[src/design/whsp_pkg.sv]
// Shared types and constants for the wheel speed PID drive.
// Holds drive, gain and bridge types, configuration indexes and queue sizing.
// Used by every module of the block; depends on nothing else.
package whsp_pkg;

    // Field widths fixed by the register map and the result format
    localparam int GAIN_W      = 16;
    localparam int DRIVE_W     = 9;
    localparam int PWM_W       = 8;
    localparam int INTEGRAL_W  = 24;
    localparam int Q_FRAC      = 8;
    localparam int FRAC_MASK   = (1 << Q_FRAC) - 1;
    localparam int DRIVE_LIMIT = 255;

    typedef logic signed [GAIN_W-1:0]  t_gain;
    typedef logic signed [DRIVE_W-1:0] t_drive;
    typedef logic [1:0]                t_bridge;

    // Bridge bit pairs, upper bit is dir_a
    localparam t_bridge BRIDGE_OFF = 2'b00;
    localparam t_bridge BRIDGE_FWD = 2'b01;
    localparam t_bridge BRIDGE_REV = 2'b10;

    // Configuration port
    localparam int CFG_IDX_W  = 3;
    localparam int CFG_DATA_W = 16;
    typedef logic [CFG_IDX_W-1:0] t_cfg_idx;

    localparam t_cfg_idx CFG_P_GAIN    = 3'd0;
    localparam t_cfg_idx CFG_I_GAIN    = 3'd1;
    localparam t_cfg_idx CFG_D_GAIN    = 3'd2;
    localparam t_cfg_idx CFG_MIN_DRIVE = 3'd3;
    localparam t_cfg_idx CFG_MAX_DRIVE = 3'd4;
    localparam t_cfg_idx CFG_REVERSED  = 3'd5;

    // Request queue between front and back
    localparam int QUEUE_DEPTH = 4;
    localparam int Q_PTR_W     = $clog2(QUEUE_DEPTH);
    localparam int Q_CNT_W     = $clog2(QUEUE_DEPTH + 1);

    typedef struct packed {
        logic [Q_CNT_W-1:0] count;
        logic               not_empty;
    } t_q_stat;

endpackage

[src/design/whsp_front.sv]
// Front end of the wheel speed PID drive: takes requests, forms the error
// and its difference, and multiplies them by the three gains.
// Depends on whsp_pkg; feeds whsp_queue.
module whsp_front #(
    parameter int RATE_WIDTH = 12,
    localparam int PW    = RATE_WIDTH + 1 + whsp_pkg::GAIN_W,
    localparam int PDW   = RATE_WIDTH + 2 + whsp_pkg::GAIN_W,
    localparam int JOB_W = 1 + 2 * PW + PDW
) (
    input  logic                         i_clk,
    input  logic                         i_rst_n,
    input  logic                         i_valid,
    output logic                         o_stall,
    input  logic                         i_command,
    input  logic signed [RATE_WIDTH-1:0] i_measured_rate,
    input  logic signed [RATE_WIDTH-1:0] i_target_rate,
    input  whsp_pkg::t_gain              i_p_gain,
    input  whsp_pkg::t_gain              i_i_gain,
    input  whsp_pkg::t_gain              i_d_gain,
    input  logic                         i_motor_reversed,
    input  whsp_pkg::t_q_stat            i_q_stat,
    output logic                         o_push,
    output logic [JOB_W-1:0]             o_job
);
    import whsp_pkg::*;

    localparam int EW = RATE_WIDTH + 1;
    localparam int XW = RATE_WIDTH + 2;
    localparam logic signed [XW-1:0] ERR_MAX = XW'((1 << RATE_WIDTH) - 1);
    localparam logic signed [XW-1:0] ERR_MIN = XW'(-(1 << RATE_WIDTH));

    logic                 n_accept;
    logic signed [XW-1:0] n_tgt;
    logic signed [XW-1:0] n_diff;
    logic signed [EW-1:0] n_err;
    logic signed [XW-1:0] n_derr;
    logic [Q_CNT_W:0]     n_occ;
    logic signed [PW-1:0]  n_p_prod;
    logic signed [PW-1:0]  n_i_prod;
    logic signed [PDW-1:0] n_d_prod;

    logic                 r_f1_valid;
    logic                 r_f1_cmd;
    logic signed [EW-1:0] r_f1_err;
    logic signed [XW-1:0] r_f1_derr;
    logic signed [EW-1:0] r_prev_err;

    logic                  r_f2_valid;
    logic                  r_f2_cmd;
    logic signed [PW-1:0]  r_f2_p;
    logic signed [PW-1:0]  r_f2_i;
    logic signed [PDW-1:0] r_f2_d;

    // Hold requests off while the front stages and queue could fill up
    always_comb begin
        n_occ = (Q_CNT_W+1)'(i_q_stat.count) + (Q_CNT_W+1)'(r_f1_valid)
              + (Q_CNT_W+1)'(r_f2_valid);
    end
    assign o_stall  = (n_occ >= (Q_CNT_W+1)'(QUEUE_DEPTH));
    assign n_accept = i_valid && !o_stall;

    // Form the saturated error and its step against the previous error
    always_comb begin
        n_tgt = XW'(i_target_rate);
        if (i_motor_reversed) begin
            n_tgt = -n_tgt;
        end
        n_diff = n_tgt - XW'(i_measured_rate);
        if (n_diff > ERR_MAX) begin
            n_diff = ERR_MAX;
        end else if (n_diff < ERR_MIN) begin
            n_diff = ERR_MIN;
        end
        n_err  = EW'(n_diff);
        n_derr = XW'(n_err) - XW'(r_prev_err);
    end

    // Stage one: register the error terms and track the previous error
    always_ff @(posedge i_clk) begin
        if (!i_rst_n) begin
            r_f1_valid <= 1'b0;
            r_prev_err <= '0;
        end else begin
            r_f1_valid <= n_accept;
            if (n_accept) begin
                r_prev_err <= i_command ? '0 : n_err;
            end
        end
    end

    always_ff @(posedge i_clk) begin
        if (n_accept) begin
            r_f1_cmd  <= i_command;
            r_f1_err  <= n_err;
            r_f1_derr <= n_derr;
        end
    end

    // Stage two: three gain products side by side
    always_comb begin
        n_p_prod = PW'(r_f1_err) * PW'(i_p_gain);
        n_i_prod = PW'(r_f1_err) * PW'(i_i_gain);
        n_d_prod = PDW'(r_f1_derr) * PDW'(i_d_gain);
    end

    always_ff @(posedge i_clk) begin
        if (!i_rst_n) begin
            r_f2_valid <= 1'b0;
        end else begin
            r_f2_valid <= r_f1_valid;
        end
    end

    always_ff @(posedge i_clk) begin
        if (r_f1_valid) begin
            r_f2_cmd <= r_f1_cmd;
            r_f2_p   <= n_p_prod;
            r_f2_i   <= n_i_prod;
            r_f2_d   <= n_d_prod;
        end
    end

    assign o_push = r_f2_valid;
    assign o_job  = {r_f2_cmd, r_f2_p, r_f2_i, r_f2_d};

endmodule

[src/design/whsp_queue.sv]
// Short request queue between the front end and the back end.
// Depends on whsp_pkg for its depth and status struct.
module whsp_queue #(
    parameter int WIDTH = 8
) (
    input  logic              i_clk,
    input  logic              i_rst_n,
    input  logic              i_push,
    input  logic [WIDTH-1:0]  i_data,
    input  logic              i_pop,
    output logic [WIDTH-1:0]  o_head,
    output whsp_pkg::t_q_stat o_stat
);
    import whsp_pkg::*;

    logic [WIDTH-1:0]   r_mem [QUEUE_DEPTH];
    logic [Q_PTR_W-1:0] r_wr_ptr;
    logic [Q_PTR_W-1:0] r_rd_ptr;
    logic [Q_CNT_W-1:0] r_count;

    // Advance pointers and count
    always_ff @(posedge i_clk) begin
        if (!i_rst_n) begin
            r_wr_ptr <= '0;
            r_rd_ptr <= '0;
            r_count  <= '0;
        end else begin
            if (i_push) begin
                r_wr_ptr <= (r_wr_ptr == Q_PTR_W'(QUEUE_DEPTH - 1)) ? '0 : r_wr_ptr + 1'b1;
            end
            if (i_pop) begin
                r_rd_ptr <= (r_rd_ptr == Q_PTR_W'(QUEUE_DEPTH - 1)) ? '0 : r_rd_ptr + 1'b1;
            end
            if (i_push && !i_pop) begin
                r_count <= r_count + 1'b1;
            end else if (!i_push && i_pop) begin
                r_count <= r_count - 1'b1;
            end
        end
    end

    // Store incoming requests
    always_ff @(posedge i_clk) begin
        if (i_push) begin
            r_mem[r_wr_ptr] <= i_data;
        end
    end

    assign o_head           = r_mem[r_rd_ptr];
    assign o_stat.count     = r_count;
    assign o_stat.not_empty = (r_count != '0);

endmodule

[src/design/whsp_back.sv]
// Back end of the wheel speed PID drive: integral update, PID sum and
// clamps, then the bridge update and the output register.
// Depends on whsp_pkg; takes requests from whsp_queue.
module whsp_back #(
    parameter int RATE_WIDTH     = 12,
    parameter int INTEGRAL_LIMIT = 250,
    localparam int PW    = RATE_WIDTH + 1 + whsp_pkg::GAIN_W,
    localparam int PDW   = RATE_WIDTH + 2 + whsp_pkg::GAIN_W,
    localparam int JOB_W = 1 + 2 * PW + PDW
) (
    input  logic              i_clk,
    input  logic              i_rst_n,
    input  whsp_pkg::t_q_stat i_q_stat,
    input  logic [JOB_W-1:0]  i_head,
    output logic              o_pop,
    input  whsp_pkg::t_drive  i_min_drive,
    input  whsp_pkg::t_drive  i_max_drive,
    output logic              o_valid,
    input  logic              i_stall,
    output whsp_pkg::t_drive  o_drive,
    output logic [whsp_pkg::PWM_W-1:0] o_pwm_duty,
    output logic              o_dir_a,
    output logic              o_dir_b,
    output logic              o_direction_switch,
    output logic              o_drive_changed
);
    import whsp_pkg::*;

    localparam int QW    = PW - Q_FRAC;
    localparam int QDW   = PDW - Q_FRAC;
    localparam int IW    = ((QW > INTEGRAL_W) ? QW : INTEGRAL_W) + 1;
    localparam int BIG   = (QDW > INTEGRAL_W) ? QDW : INTEGRAL_W;
    localparam int SUMW  = BIG + 2;
    localparam logic signed [IW-1:0]   INT_HI = IW'(INTEGRAL_LIMIT);
    localparam logic signed [IW-1:0]   INT_LO = IW'(-(1 << (INTEGRAL_W - 1)));
    localparam logic signed [SUMW-1:0] LIM_HI = SUMW'(DRIVE_LIMIT);
    localparam logic signed [SUMW-1:0] LIM_LO = SUMW'(-DRIVE_LIMIT);

    logic                  n_adv;
    logic                  n_cmd;
    logic signed [PW-1:0]  n_p_raw;
    logic signed [PW-1:0]  n_i_raw;
    logic signed [PDW-1:0] n_d_raw;
    logic signed [QW-1:0]  n_p_q;
    logic signed [QW-1:0]  n_i_q;
    logic signed [QDW-1:0] n_d_q;
    logic signed [IW-1:0]  n_int_sum;

    logic signed [SUMW-1:0] n_sum;
    logic signed [SUMW-1:0] n_hi;
    logic signed [SUMW-1:0] n_lo;
    t_drive                 n_drive;

    logic    n_step;
    logic    n_cross;
    logic    n_apply;
    t_drive  n_applied;
    t_drive  n_mag;
    t_bridge n_bridge;

    logic                          r_b1_valid;
    logic                          r_b1_cmd;
    logic signed [QW-1:0]          r_b1_prop;
    logic signed [QDW-1:0]         r_b1_deriv;
    logic signed [INTEGRAL_W-1:0]  r_integral;

    logic   r_b2_valid;
    logic   r_b2_cmd;
    t_drive r_b2_drive;

    t_drive  r_applied;
    t_bridge r_bridge;

    logic             r_o_valid;
    t_drive           r_o_drive;
    logic [PWM_W-1:0] r_o_pwm;
    t_bridge          r_o_dir;
    logic             r_o_switch;
    logic             r_o_changed;

    // Whole back pipeline moves when the output register is free
    assign n_adv = !r_o_valid || !i_stall;
    assign o_pop = n_adv && i_q_stat.not_empty;

    // Unpack the head request and truncate the products toward zero
    always_comb begin
        n_cmd   = i_head[JOB_W-1];
        n_p_raw = $signed(i_head[JOB_W-2 -: PW]);
        n_i_raw = $signed(i_head[JOB_W-2-PW -: PW]);
        n_d_raw = $signed(i_head[PDW-1:0]);
        n_p_q   = QW'((n_p_raw + PW'(n_p_raw[PW-1] ? FRAC_MASK : 0)) >>> Q_FRAC);
        n_i_q   = QW'((n_i_raw + PW'(n_i_raw[PW-1] ? FRAC_MASK : 0)) >>> Q_FRAC);
        n_d_q   = QDW'((n_d_raw + PDW'(n_d_raw[PDW-1] ? FRAC_MASK : 0)) >>> Q_FRAC);
        n_int_sum = IW'(r_integral) + IW'(n_i_q);
        if (n_int_sum > INT_HI) begin
            n_int_sum = INT_HI;
        end
        if (n_int_sum < INT_LO) begin
            n_int_sum = INT_LO;
        end
    end

    // Stage one: integral update
    always_ff @(posedge i_clk) begin
        if (!i_rst_n) begin
            r_b1_valid <= 1'b0;
            r_integral <= '0;
        end else if (n_adv) begin
            r_b1_valid <= i_q_stat.not_empty;
            if (o_pop) begin
                r_integral <= n_cmd ? '0 : INTEGRAL_W'(n_int_sum);
            end
        end
    end

    always_ff @(posedge i_clk) begin
        if (o_pop) begin
            r_b1_cmd   <= n_cmd;
            r_b1_prop  <= n_p_q;
            r_b1_deriv <= n_d_q;
        end
    end

    // Sum the three terms, then the drive window and the hard limit
    always_comb begin
        n_hi  = SUMW'(i_max_drive);
        n_lo  = SUMW'(i_min_drive);
        n_sum = SUMW'(r_b1_prop) + SUMW'(r_integral) + SUMW'(r_b1_deriv);
        if (n_sum >= n_hi) begin
            n_sum = n_hi;
        end
        if (n_sum <= n_lo) begin
            n_sum = n_lo;
        end
        if (n_sum > LIM_HI) begin
            n_sum = LIM_HI;
        end
        if (n_sum < LIM_LO) begin
            n_sum = LIM_LO;
        end
        n_drive = DRIVE_W'(n_sum);
    end

    // Stage two: clamped drive
    always_ff @(posedge i_clk) begin
        if (!i_rst_n) begin
            r_b2_valid <= 1'b0;
        end else if (n_adv) begin
            r_b2_valid <= r_b1_valid;
        end
    end

    always_ff @(posedge i_clk) begin
        if (n_adv && r_b1_valid) begin
            r_b2_cmd   <= r_b1_cmd;
            r_b2_drive <= n_drive;
        end
    end

    // Apply the drive to the bridge; a sign crossing sets new direction bits
    always_comb begin
        n_step    = r_b2_valid && !r_b2_cmd;
        n_cross   = ((r_applied <= t_drive'(0)) && (r_b2_drive >= t_drive'(0)))
                 || ((r_applied >= t_drive'(0)) && (r_b2_drive <= t_drive'(0)));
        n_apply   = n_step && (r_b2_drive != r_applied);
        n_applied = n_apply ? r_b2_drive : r_applied;
        n_bridge  = r_bridge;
        if (n_apply && n_cross) begin
            n_bridge = r_b2_drive[DRIVE_W-1] ? BRIDGE_REV : BRIDGE_FWD;
        end
        n_mag = n_applied[DRIVE_W-1] ? -n_applied : n_applied;
    end

    // Stage three: bridge state and output register
    always_ff @(posedge i_clk) begin
        if (!i_rst_n) begin
            r_o_valid <= 1'b0;
            r_applied <= '0;
            r_bridge  <= BRIDGE_OFF;
        end else if (n_adv) begin
            r_o_valid <= r_b2_valid;
            r_applied <= n_applied;
            r_bridge  <= n_bridge;
        end
    end

    always_ff @(posedge i_clk) begin
        if (n_adv && r_b2_valid) begin
            r_o_drive   <= n_applied;
            r_o_pwm     <= n_mag[PWM_W-1:0];
            r_o_dir     <= n_bridge;
            r_o_switch  <= n_apply && n_cross;
            r_o_changed <= n_apply;
        end
    end

    assign o_valid            = r_o_valid;
    assign o_drive            = r_o_drive;
    assign o_pwm_duty         = r_o_pwm;
    assign o_dir_a            = r_o_dir[1];
    assign o_dir_b            = r_o_dir[0];
    assign o_direction_switch = r_o_switch;
    assign o_drive_changed    = r_o_changed;

endmodule

[src/design/wheel_speed_pid_drive_top.sv]
// Top level of the wheel speed PID drive: configuration registers and the
// front end, request queue and back end. Depends on whsp_pkg, whsp_front,
// whsp_queue and whsp_back.
//
// One request per clock is taken and one result per clock is given in steady
// flow, when neither o_stall nor i_stall holds it. A request passes through two
// front stages (error, gain products) and the four-entry queue, then the integral
// stage, the sum-and-clamp stage and the bridge/output register.
// o_stall rises once the front stages and queue hold four requests between
// them, so a stalled output backs requests up into the queue first. A command
// of 1 clears the integral and previous error and reports the held drive.
// Write configuration only while no request is in flight.
module wheel_speed_pid_drive_top #(
    parameter int RATE_WIDTH     = 12,
    parameter int INTEGRAL_LIMIT = 250
) (
    input  logic                            i_clk,
    input  logic                            i_rst_n,
    input  logic                            i_cfg_we,
    input  whsp_pkg::t_cfg_idx              i_cfg_index,
    input  logic [whsp_pkg::CFG_DATA_W-1:0] i_cfg_data,
    input  logic                            i_valid,
    output logic                            o_stall,
    input  logic                            i_command,
    input  logic signed [RATE_WIDTH-1:0]    i_measured_rate,
    input  logic signed [RATE_WIDTH-1:0]    i_target_rate,
    output logic                            o_valid,
    input  logic                            i_stall,
    output whsp_pkg::t_drive                o_drive,
    output logic [whsp_pkg::PWM_W-1:0]      o_pwm_duty,
    output logic                            o_dir_a,
    output logic                            o_dir_b,
    output logic                            o_direction_switch,
    output logic                            o_drive_changed
);
    import whsp_pkg::*;

    localparam int PW    = RATE_WIDTH + 1 + GAIN_W;
    localparam int PDW   = RATE_WIDTH + 2 + GAIN_W;
    localparam int JOB_W = 1 + 2 * PW + PDW;

    t_gain  r_p_gain;
    t_gain  r_i_gain;
    t_gain  r_d_gain;
    t_drive r_min_drive;
    t_drive r_max_drive;
    logic   r_motor_reversed;

    logic             w_push;
    logic             w_pop;
    logic [JOB_W-1:0] w_job;
    logic [JOB_W-1:0] w_head;
    t_q_stat          w_q_stat;

    // Configuration writes; unknown indexes drop
    always_ff @(posedge i_clk) begin
        if (!i_rst_n) begin
            r_p_gain         <= '0;
            r_i_gain         <= '0;
            r_d_gain         <= '0;
            r_min_drive      <= t_drive'(-DRIVE_LIMIT);
            r_max_drive      <= t_drive'(DRIVE_LIMIT);
            r_motor_reversed <= 1'b0;
        end else if (i_cfg_we) begin
            case (i_cfg_index)
                CFG_P_GAIN: begin
                    r_p_gain <= i_cfg_data;
                end
                CFG_I_GAIN: begin
                    r_i_gain <= i_cfg_data;
                end
                CFG_D_GAIN: begin
                    r_d_gain <= i_cfg_data;
                end
                CFG_MIN_DRIVE: begin
                    r_min_drive <= i_cfg_data[DRIVE_W-1:0];
                end
                CFG_MAX_DRIVE: begin
                    r_max_drive <= i_cfg_data[DRIVE_W-1:0];
                end
                CFG_REVERSED: begin
                    r_motor_reversed <= i_cfg_data[0];
                end
                default: begin
                end
            endcase
        end
    end

    whsp_front #(
        .RATE_WIDTH (RATE_WIDTH)
    ) u_front (
        .i_clk            (i_clk),
        .i_rst_n          (i_rst_n),
        .i_valid          (i_valid),
        .o_stall          (o_stall),
        .i_command        (i_command),
        .i_measured_rate  (i_measured_rate),
        .i_target_rate    (i_target_rate),
        .i_p_gain         (r_p_gain),
        .i_i_gain         (r_i_gain),
        .i_d_gain         (r_d_gain),
        .i_motor_reversed (r_motor_reversed),
        .i_q_stat         (w_q_stat),
        .o_push           (w_push),
        .o_job            (w_job)
    );

    whsp_queue #(
        .WIDTH (JOB_W)
    ) u_queue (
        .i_clk   (i_clk),
        .i_rst_n (i_rst_n),
        .i_push  (w_push),
        .i_data  (w_job),
        .i_pop   (w_pop),
        .o_head  (w_head),
        .o_stat  (w_q_stat)
    );

    whsp_back #(
        .RATE_WIDTH     (RATE_WIDTH),
        .INTEGRAL_LIMIT (INTEGRAL_LIMIT)
    ) u_back (
        .i_clk              (i_clk),
        .i_rst_n            (i_rst_n),
        .i_q_stat           (w_q_stat),
        .i_head             (w_head),
        .o_pop              (w_pop),
        .i_min_drive        (r_min_drive),
        .i_max_drive        (r_max_drive),
        .o_valid            (o_valid),
        .i_stall            (i_stall),
        .o_drive            (o_drive),
        .o_pwm_duty         (o_pwm_duty),
        .o_dir_a            (o_dir_a),
        .o_dir_b            (o_dir_b),
        .o_direction_switch (o_direction_switch),
        .o_drive_changed    (o_drive_changed)
    );

endmodule

[config.mk]
export PLATFORM = sky130hd
export DESIGN_NAME = wheel_speed_pid_drive_top
export DESIGN_NICKNAME = d
export VERILOG_FILES = /design/src/design/whsp_pkg.sv /design/src/design/whsp_front.sv /design/src/design/whsp_queue.sv /design/src/design/whsp_back.sv /design/src/design/wheel_speed_pid_drive_top.sv
export SDC_FILE = /design/constraint.sdc
export NUM_CORES = 2
export LEC_CHECK = 0
export BUFFER_PORTS_ARGS = -buffer_cell sky130_fd_sc_hd__buf_2
export CAP_MARGIN = 0
export CORE_MARGIN = 4
export CORE_UTILIZATION = 40
export CTS_CLUSTER_SIZE = 14
export DETAILED_ROUTE_END_ITERATION = 6
export PLACE_DENSITY = 0.58
export SYNTH_ARGS = -nofsm -noshare
export SYNTH_HDL_FRONTEND = slang
export SYNTH_SLANG_ARGS = --single-unit
[constraint.sdc]
create_clock -name i_clk -period 12.9 [get_ports i_clk]
set_clock_uncertainty 0.1 [all_clocks]
set_input_delay 2.58 -clock i_clk [delete_from_list [all_inputs] [get_ports i_clk]]
set_output_delay 2.58 -clock i_clk [all_outputs]
set_load 0.01 [all_outputs]
==> impl_summary.txt <==
----------------------------------------------------
[Pwr]
  Maximum resistive drop on vdd ... 0.312 mV
  Total net switching power ... 6.16 mW
  Power per standard cell area ... 226 mW/mm^2
  Share of power burned in the clock network ... 0.169
  Leakage power ... 24.7 nW
  Cell Int Power ... 7.28 mW
  Switching power share of the total ... 0.458
  Sequential fraction of design power ... 0.248
  Combinational group share of total power ... 0.583

[Global route]
  Global route overflow ... 0
  Number of global-route vias before repair ... 36937
  First-pass GRT wire length ... 212000 um
  Global routing usage summed across all routing layers ... 0.190
  Initial antenna violation count ... 8
  Pin count of the biggest net entering global routing ... 55

[Die]
  Floorplan die area ... 0.142 mm^2
  Core Footprint ... 0.135 mm^2
  Effective utilization at floorplan ... 0.403
  Chip width ... 377 um
  Standard-cell rows ... 135
  Die extent in y ... 377 um
  Number of ports placed on the die boundary ... 72

[CTS]
  CTS H-Tree Depth ... 3
  Setup Buffers After CTS ... 0
  Maximum root-to-sink buffer count ... 3
  Cell at the root of the clock tree ... sky130_fd_sc_hd__clkbuf_16
  CTS Sinks ... 676
  Clock tree from TritonCTS ... yes
  Clock-pin slew on the worst setup and hold paths ... 0.06 ns
  Number of buffers inserted by hold repair at cts ... 0
  Number of CTS-inserted buffers ... 79
  Clock insertion delay at the later pin of the skew report ... 0.70 ns
  Number of gates given a new drive strength after cts ... 0

[Synth]
  Part of the Yosys area used for sequential elements ... 0.348
  Avg Cell Area, Syn ... 11.3 um^2
  Async set-reset flop share out of synthesis ... 0
  Number of instances in the synthesized netlist ... 4842
  Yosys top cell area share ... 0.301
  Most used DFF post-synth ... sky130_fd_sc_hd__edfxtp_1
  Count of warnings emitted by yosys ... 0
  Distinct cell type count of the synthesized netlist ... 88
  Post-Synthesis Net Count ... 5902
  Mapped cell area ... 0.0546 mm^2
  Total of flip-flops plus latches after synthesis ... 676
  Post-synth EDFFs ... 547
  Post-synth top area cell ... sky130_fd_sc_hd__edfxtp_1
  Leading post-synthesis cells by cell area ... sky130_fd_sc_hd__edfxtp_1, sky130_fd_sc_hd__fa_1, sky130_fd_sc_hd__ha_1

[Route]
  First-pass iteration count of the detailed router ... 5
  Detailed-route wire length per cell ... 19.7 um
  Residual DRC count ... 0
  Initial DRC count ... 2027
  Vias ... 34987
  Routed vias/inst ... 5.22
  DRT Wirelength ... 132000 um
  Antenna Nets Post-Route ... 0

[Timing]
  Slew headroom ... 0.164
  Total Negative Setup Slacks ... 0 ns
  Max Clock Freq ... 110 MHz
  Min cycle time layout ... 9.12 ns
  Count of final setup violators ... 0
  RSZ-0062 raised after global routing ... no
  Worst hold margin ... 0.324 ns
  Slew @ Worst Pin ... 1.25 ns
  Share of the cycle needed by the critical path after routing ... 0.707
  Final-report hold violation count ... 0
  Final max-slew violation count ... 0

[Outcome]
  Run status ... completed

[Place]
  Final GP Congestion ... 0.884
  Buffers added on ports ... 71
  DPL Wire Length ... 98900 um

[Layout]
  Final net count ... 5915
  Area growth from synthesis to final layout ... 8.95%
  Fraction of layout cells with a size suffix above 1 ... 0.0787
  Fillcell total ... 12713

[Critical path]
  Arrival time reported for the critical path endpoint ... 9.43 ns
  Slowest cell delay on critical path ... 0.63 ns
  Critical Path Most Common Cell ... sky130_fd_sc_hd__a21oi_1
  CP max FO ... 32
  Critical Path Source Type ... flop
  Master of the slowest instance on the critical path ... sky130_fd_sc_hd__a2111oi_0
  Endpoint kind of the worst setup timing path ... flop
  Critical setup path kind ... reg -> reg
  Crit path required time ... 13.21 ns

[Run]
  Max-cap violations ... 0

[Worst hold path]
  Type of the worst min-delay path ... reg -> reg

----------------------------------------------------
==> cells in the mapped netlist (7+ instances only) <==
master and instances:
sky130_fd_sc_hd__o31ai_2 13, sky130_fd_sc_hd__o211ai_1 18, sky130_fd_sc_hd__nor2_1 120, sky130_fd_sc_hd__a31oi_1 15, sky130_fd_sc_hd__o21a_1 30, sky130_fd_sc_hd__and2_1 282, sky130_fd_sc_hd__xnor2_1 167, sky130_fd_sc_hd__inv_1 670
sky130_fd_sc_hd__o2111ai_1 9, sky130_fd_sc_hd__nand2_1 622, sky130_fd_sc_hd__o21bai_1 12, sky130_fd_sc_hd__o31ai_1 11, sky130_fd_sc_hd__or4_1 12, sky130_fd_sc_hd__or3_1 16, sky130_fd_sc_hd__xor2_1 61, sky130_fd_sc_hd__and3_1 29
sky130_fd_sc_hd__nor4_1 13, sky130_fd_sc_hd__nand4_1 22, sky130_fd_sc_hd__buf_4 8, sky130_fd_sc_hd__ha_1 373, sky130_fd_sc_hd__a221oi_1 7, sky130_fd_sc_hd__mux2_2 11, sky130_fd_sc_hd__o21ai_0 111, sky130_fd_sc_hd__a21boi_0 7
sky130_fd_sc_hd__edfxtp_1 547, sky130_fd_sc_hd__or2_2 8, sky130_fd_sc_hd__nor2b_1 30, sky130_fd_sc_hd__mux4_2 89, sky130_fd_sc_hd__nor3_1 43, sky130_fd_sc_hd__nand3_1 63, sky130_fd_sc_hd__nand2b_1 65, sky130_fd_sc_hd__mux2i_1 17
sky130_fd_sc_hd__a211o_1 12, sky130_fd_sc_hd__dfxtp_1 129, sky130_fd_sc_hd__clkbuf_1 159, sky130_fd_sc_hd__fa_1 638, sky130_fd_sc_hd__a21o_1 50, sky130_fd_sc_hd__a21oi_1 193, sky130_fd_sc_hd__buf_2 8, sky130_fd_sc_hd__a211oi_1 28
==> cell families (layout without fill, tap and decap cells) <==
kind of cell / count (synthesis) / count (layout) / share of synthesized area
compound gates: 598 / 598 / 0.0721
xor+xnor: 229 / 229 / 0.0369
fa+ha+maj: 1017 / 1017 / 0.321
buf+inv: 850 / 927 / 0.0596
flops: 676 / 676 / 0.348
mux: 117 / 117 / 0.0421
other cells: 0 / 2 / 0
simple gates: 1355 / 1355 / 0.120
==> per-layer routing <==
metal | vias up | part of all wire | GRT usage
met2 | 794 | 0.47 | 0.316
met5 | - | 0 | 0
met4 | 0 | 0.025 | 0.0510
li1 | 16245 | - | -
met1 | 17786 | 0.45 | 0.258
met3 | 162 | 0.059 | 0.0352
==> layout make-up <==
class,count,area (um^2),share of cell area
diodes,2,5.00,0.0000842
clock inverters,50,587,0.00987
clock buffers,95,2080,0.0349
multi-input cells,3316,32400,0.544
well taps,1781,2230,0.0375
flip-flops and latches,676,19000,0.320
repair buffers,111,656,0.0110
inverters,671,2520,0.0424
==> stage by stage <==
step / area [um^2] / utilization / setup WS [ns] / cells / power (mW)
detailed placement: 56800 / 0.419 / 3.90 / 6555 / 11.2
global route: 59500 / 0.439 / 3.03 / 6700 / 14.6
global placement: 56800 / 0.419 / 4.02 / 6555 / 11.1
CTS: 59500 / 0.439 / 3.88 / 6700 / 13.5
floorplan: 54600 / - / 4.97 / 4842 / 8.82
finish: 59500 / 0.439 / 3.78 / 6702 / 13.4
==> path summary, 6_finish.rpt <==
kind         cells after the start  slack [ns]              endpoint                 start
min reg2reg                      0        0.32       u_back.r_b2_cmd       u_back.r_b1_cmd
max                             31        3.78  u_back.r_b2_drive[6]  u_back.r_b1_deriv[2]
max reg2reg                     31        3.78  u_back.r_b2_drive[6]  u_back.r_b1_deriv[2]
min                              0        0.32       u_back.r_b2_cmd       u_back.r_b1_cmd
==> worst max-delay path: cells and delay by family (launching register included) <==
family / cells / cell delay (ns)
AND/OR/NAND/NOR: 12 / 3.01
XOR/XNOR: 1 / 0.20
AO/OA/AOI/OAI: 13 / 3.52
buffers and inverters: 1 / 0.34
adder cells (fa/ha/maj): 4 / 1.32
flip-flops: 1 / 0.39
==> power groups by stage <==
stage,Sequential [mW],Clock (mW),Combinational [mW]
finish,3.34,2.27,7.84
detailed placement,3.39,0,7.79
floorplan,3.17,0,5.65
global placement,3.37,0,7.69
CTS,3.34,2.34,7.84
global route,3.39,2.42,8.77
==> flip-flops by register name, indices dropped and copies added (netlist names), 3 cells and up, named ones only <==
register            flops
u_queue.r_mem         356
u_front.r_f2_d         30
r_i_gain               16
u_front.r_f2_i         29
r_min_drive             9
u_back.r_b1_prop       21
u_back.r_integral      24
u_front.r_prev_err     13
u_front.r_f1_err       13
u_back.o_drive          8
u_back.r_b1_deriv      22
u_back.r_b2_drive       9
u_front.r_f1_derr      14
u_queue.r_count         3
r_max_drive             9
u_back.r_applied        9
r_p_gain               16
u_front.r_f2_p         29
u_back.o_pwm_duty       8
r_d_gain               16
==> layout by cell type (no fill, tap or decap), drive strengths merged, types with 22 or more instances in the layout <==
cell | Yosys | routed
nor2 | 120 | 120
xnor2 | 167 | 167
nand2 | 622 | 622
a211oi | 29 | 29
dfxtp | 129 | 129
xor2 | 62 | 62
nand3 | 63 | 63
edfxtp | 547 | 547
o21ai | 116 | 116
and2 | 283 | 283
clkinv | 0 | 37
a21oi | 195 | 195
and3 | 29 | 29
o31ai | 24 | 24
mux4 | 89 | 89
nor3 | 44 | 44
buf | 20 | 111
fa | 638 | 638
ha | 373 | 373
inv | 671 | 674
clkbuf | 159 | 95
nand4 | 22 | 22
o21a | 30 | 30
nand2b | 65 | 65
a21o | 50 | 50
nor2b | 30 | 30
Note: power is estimated with default switching activity, not from simulation.
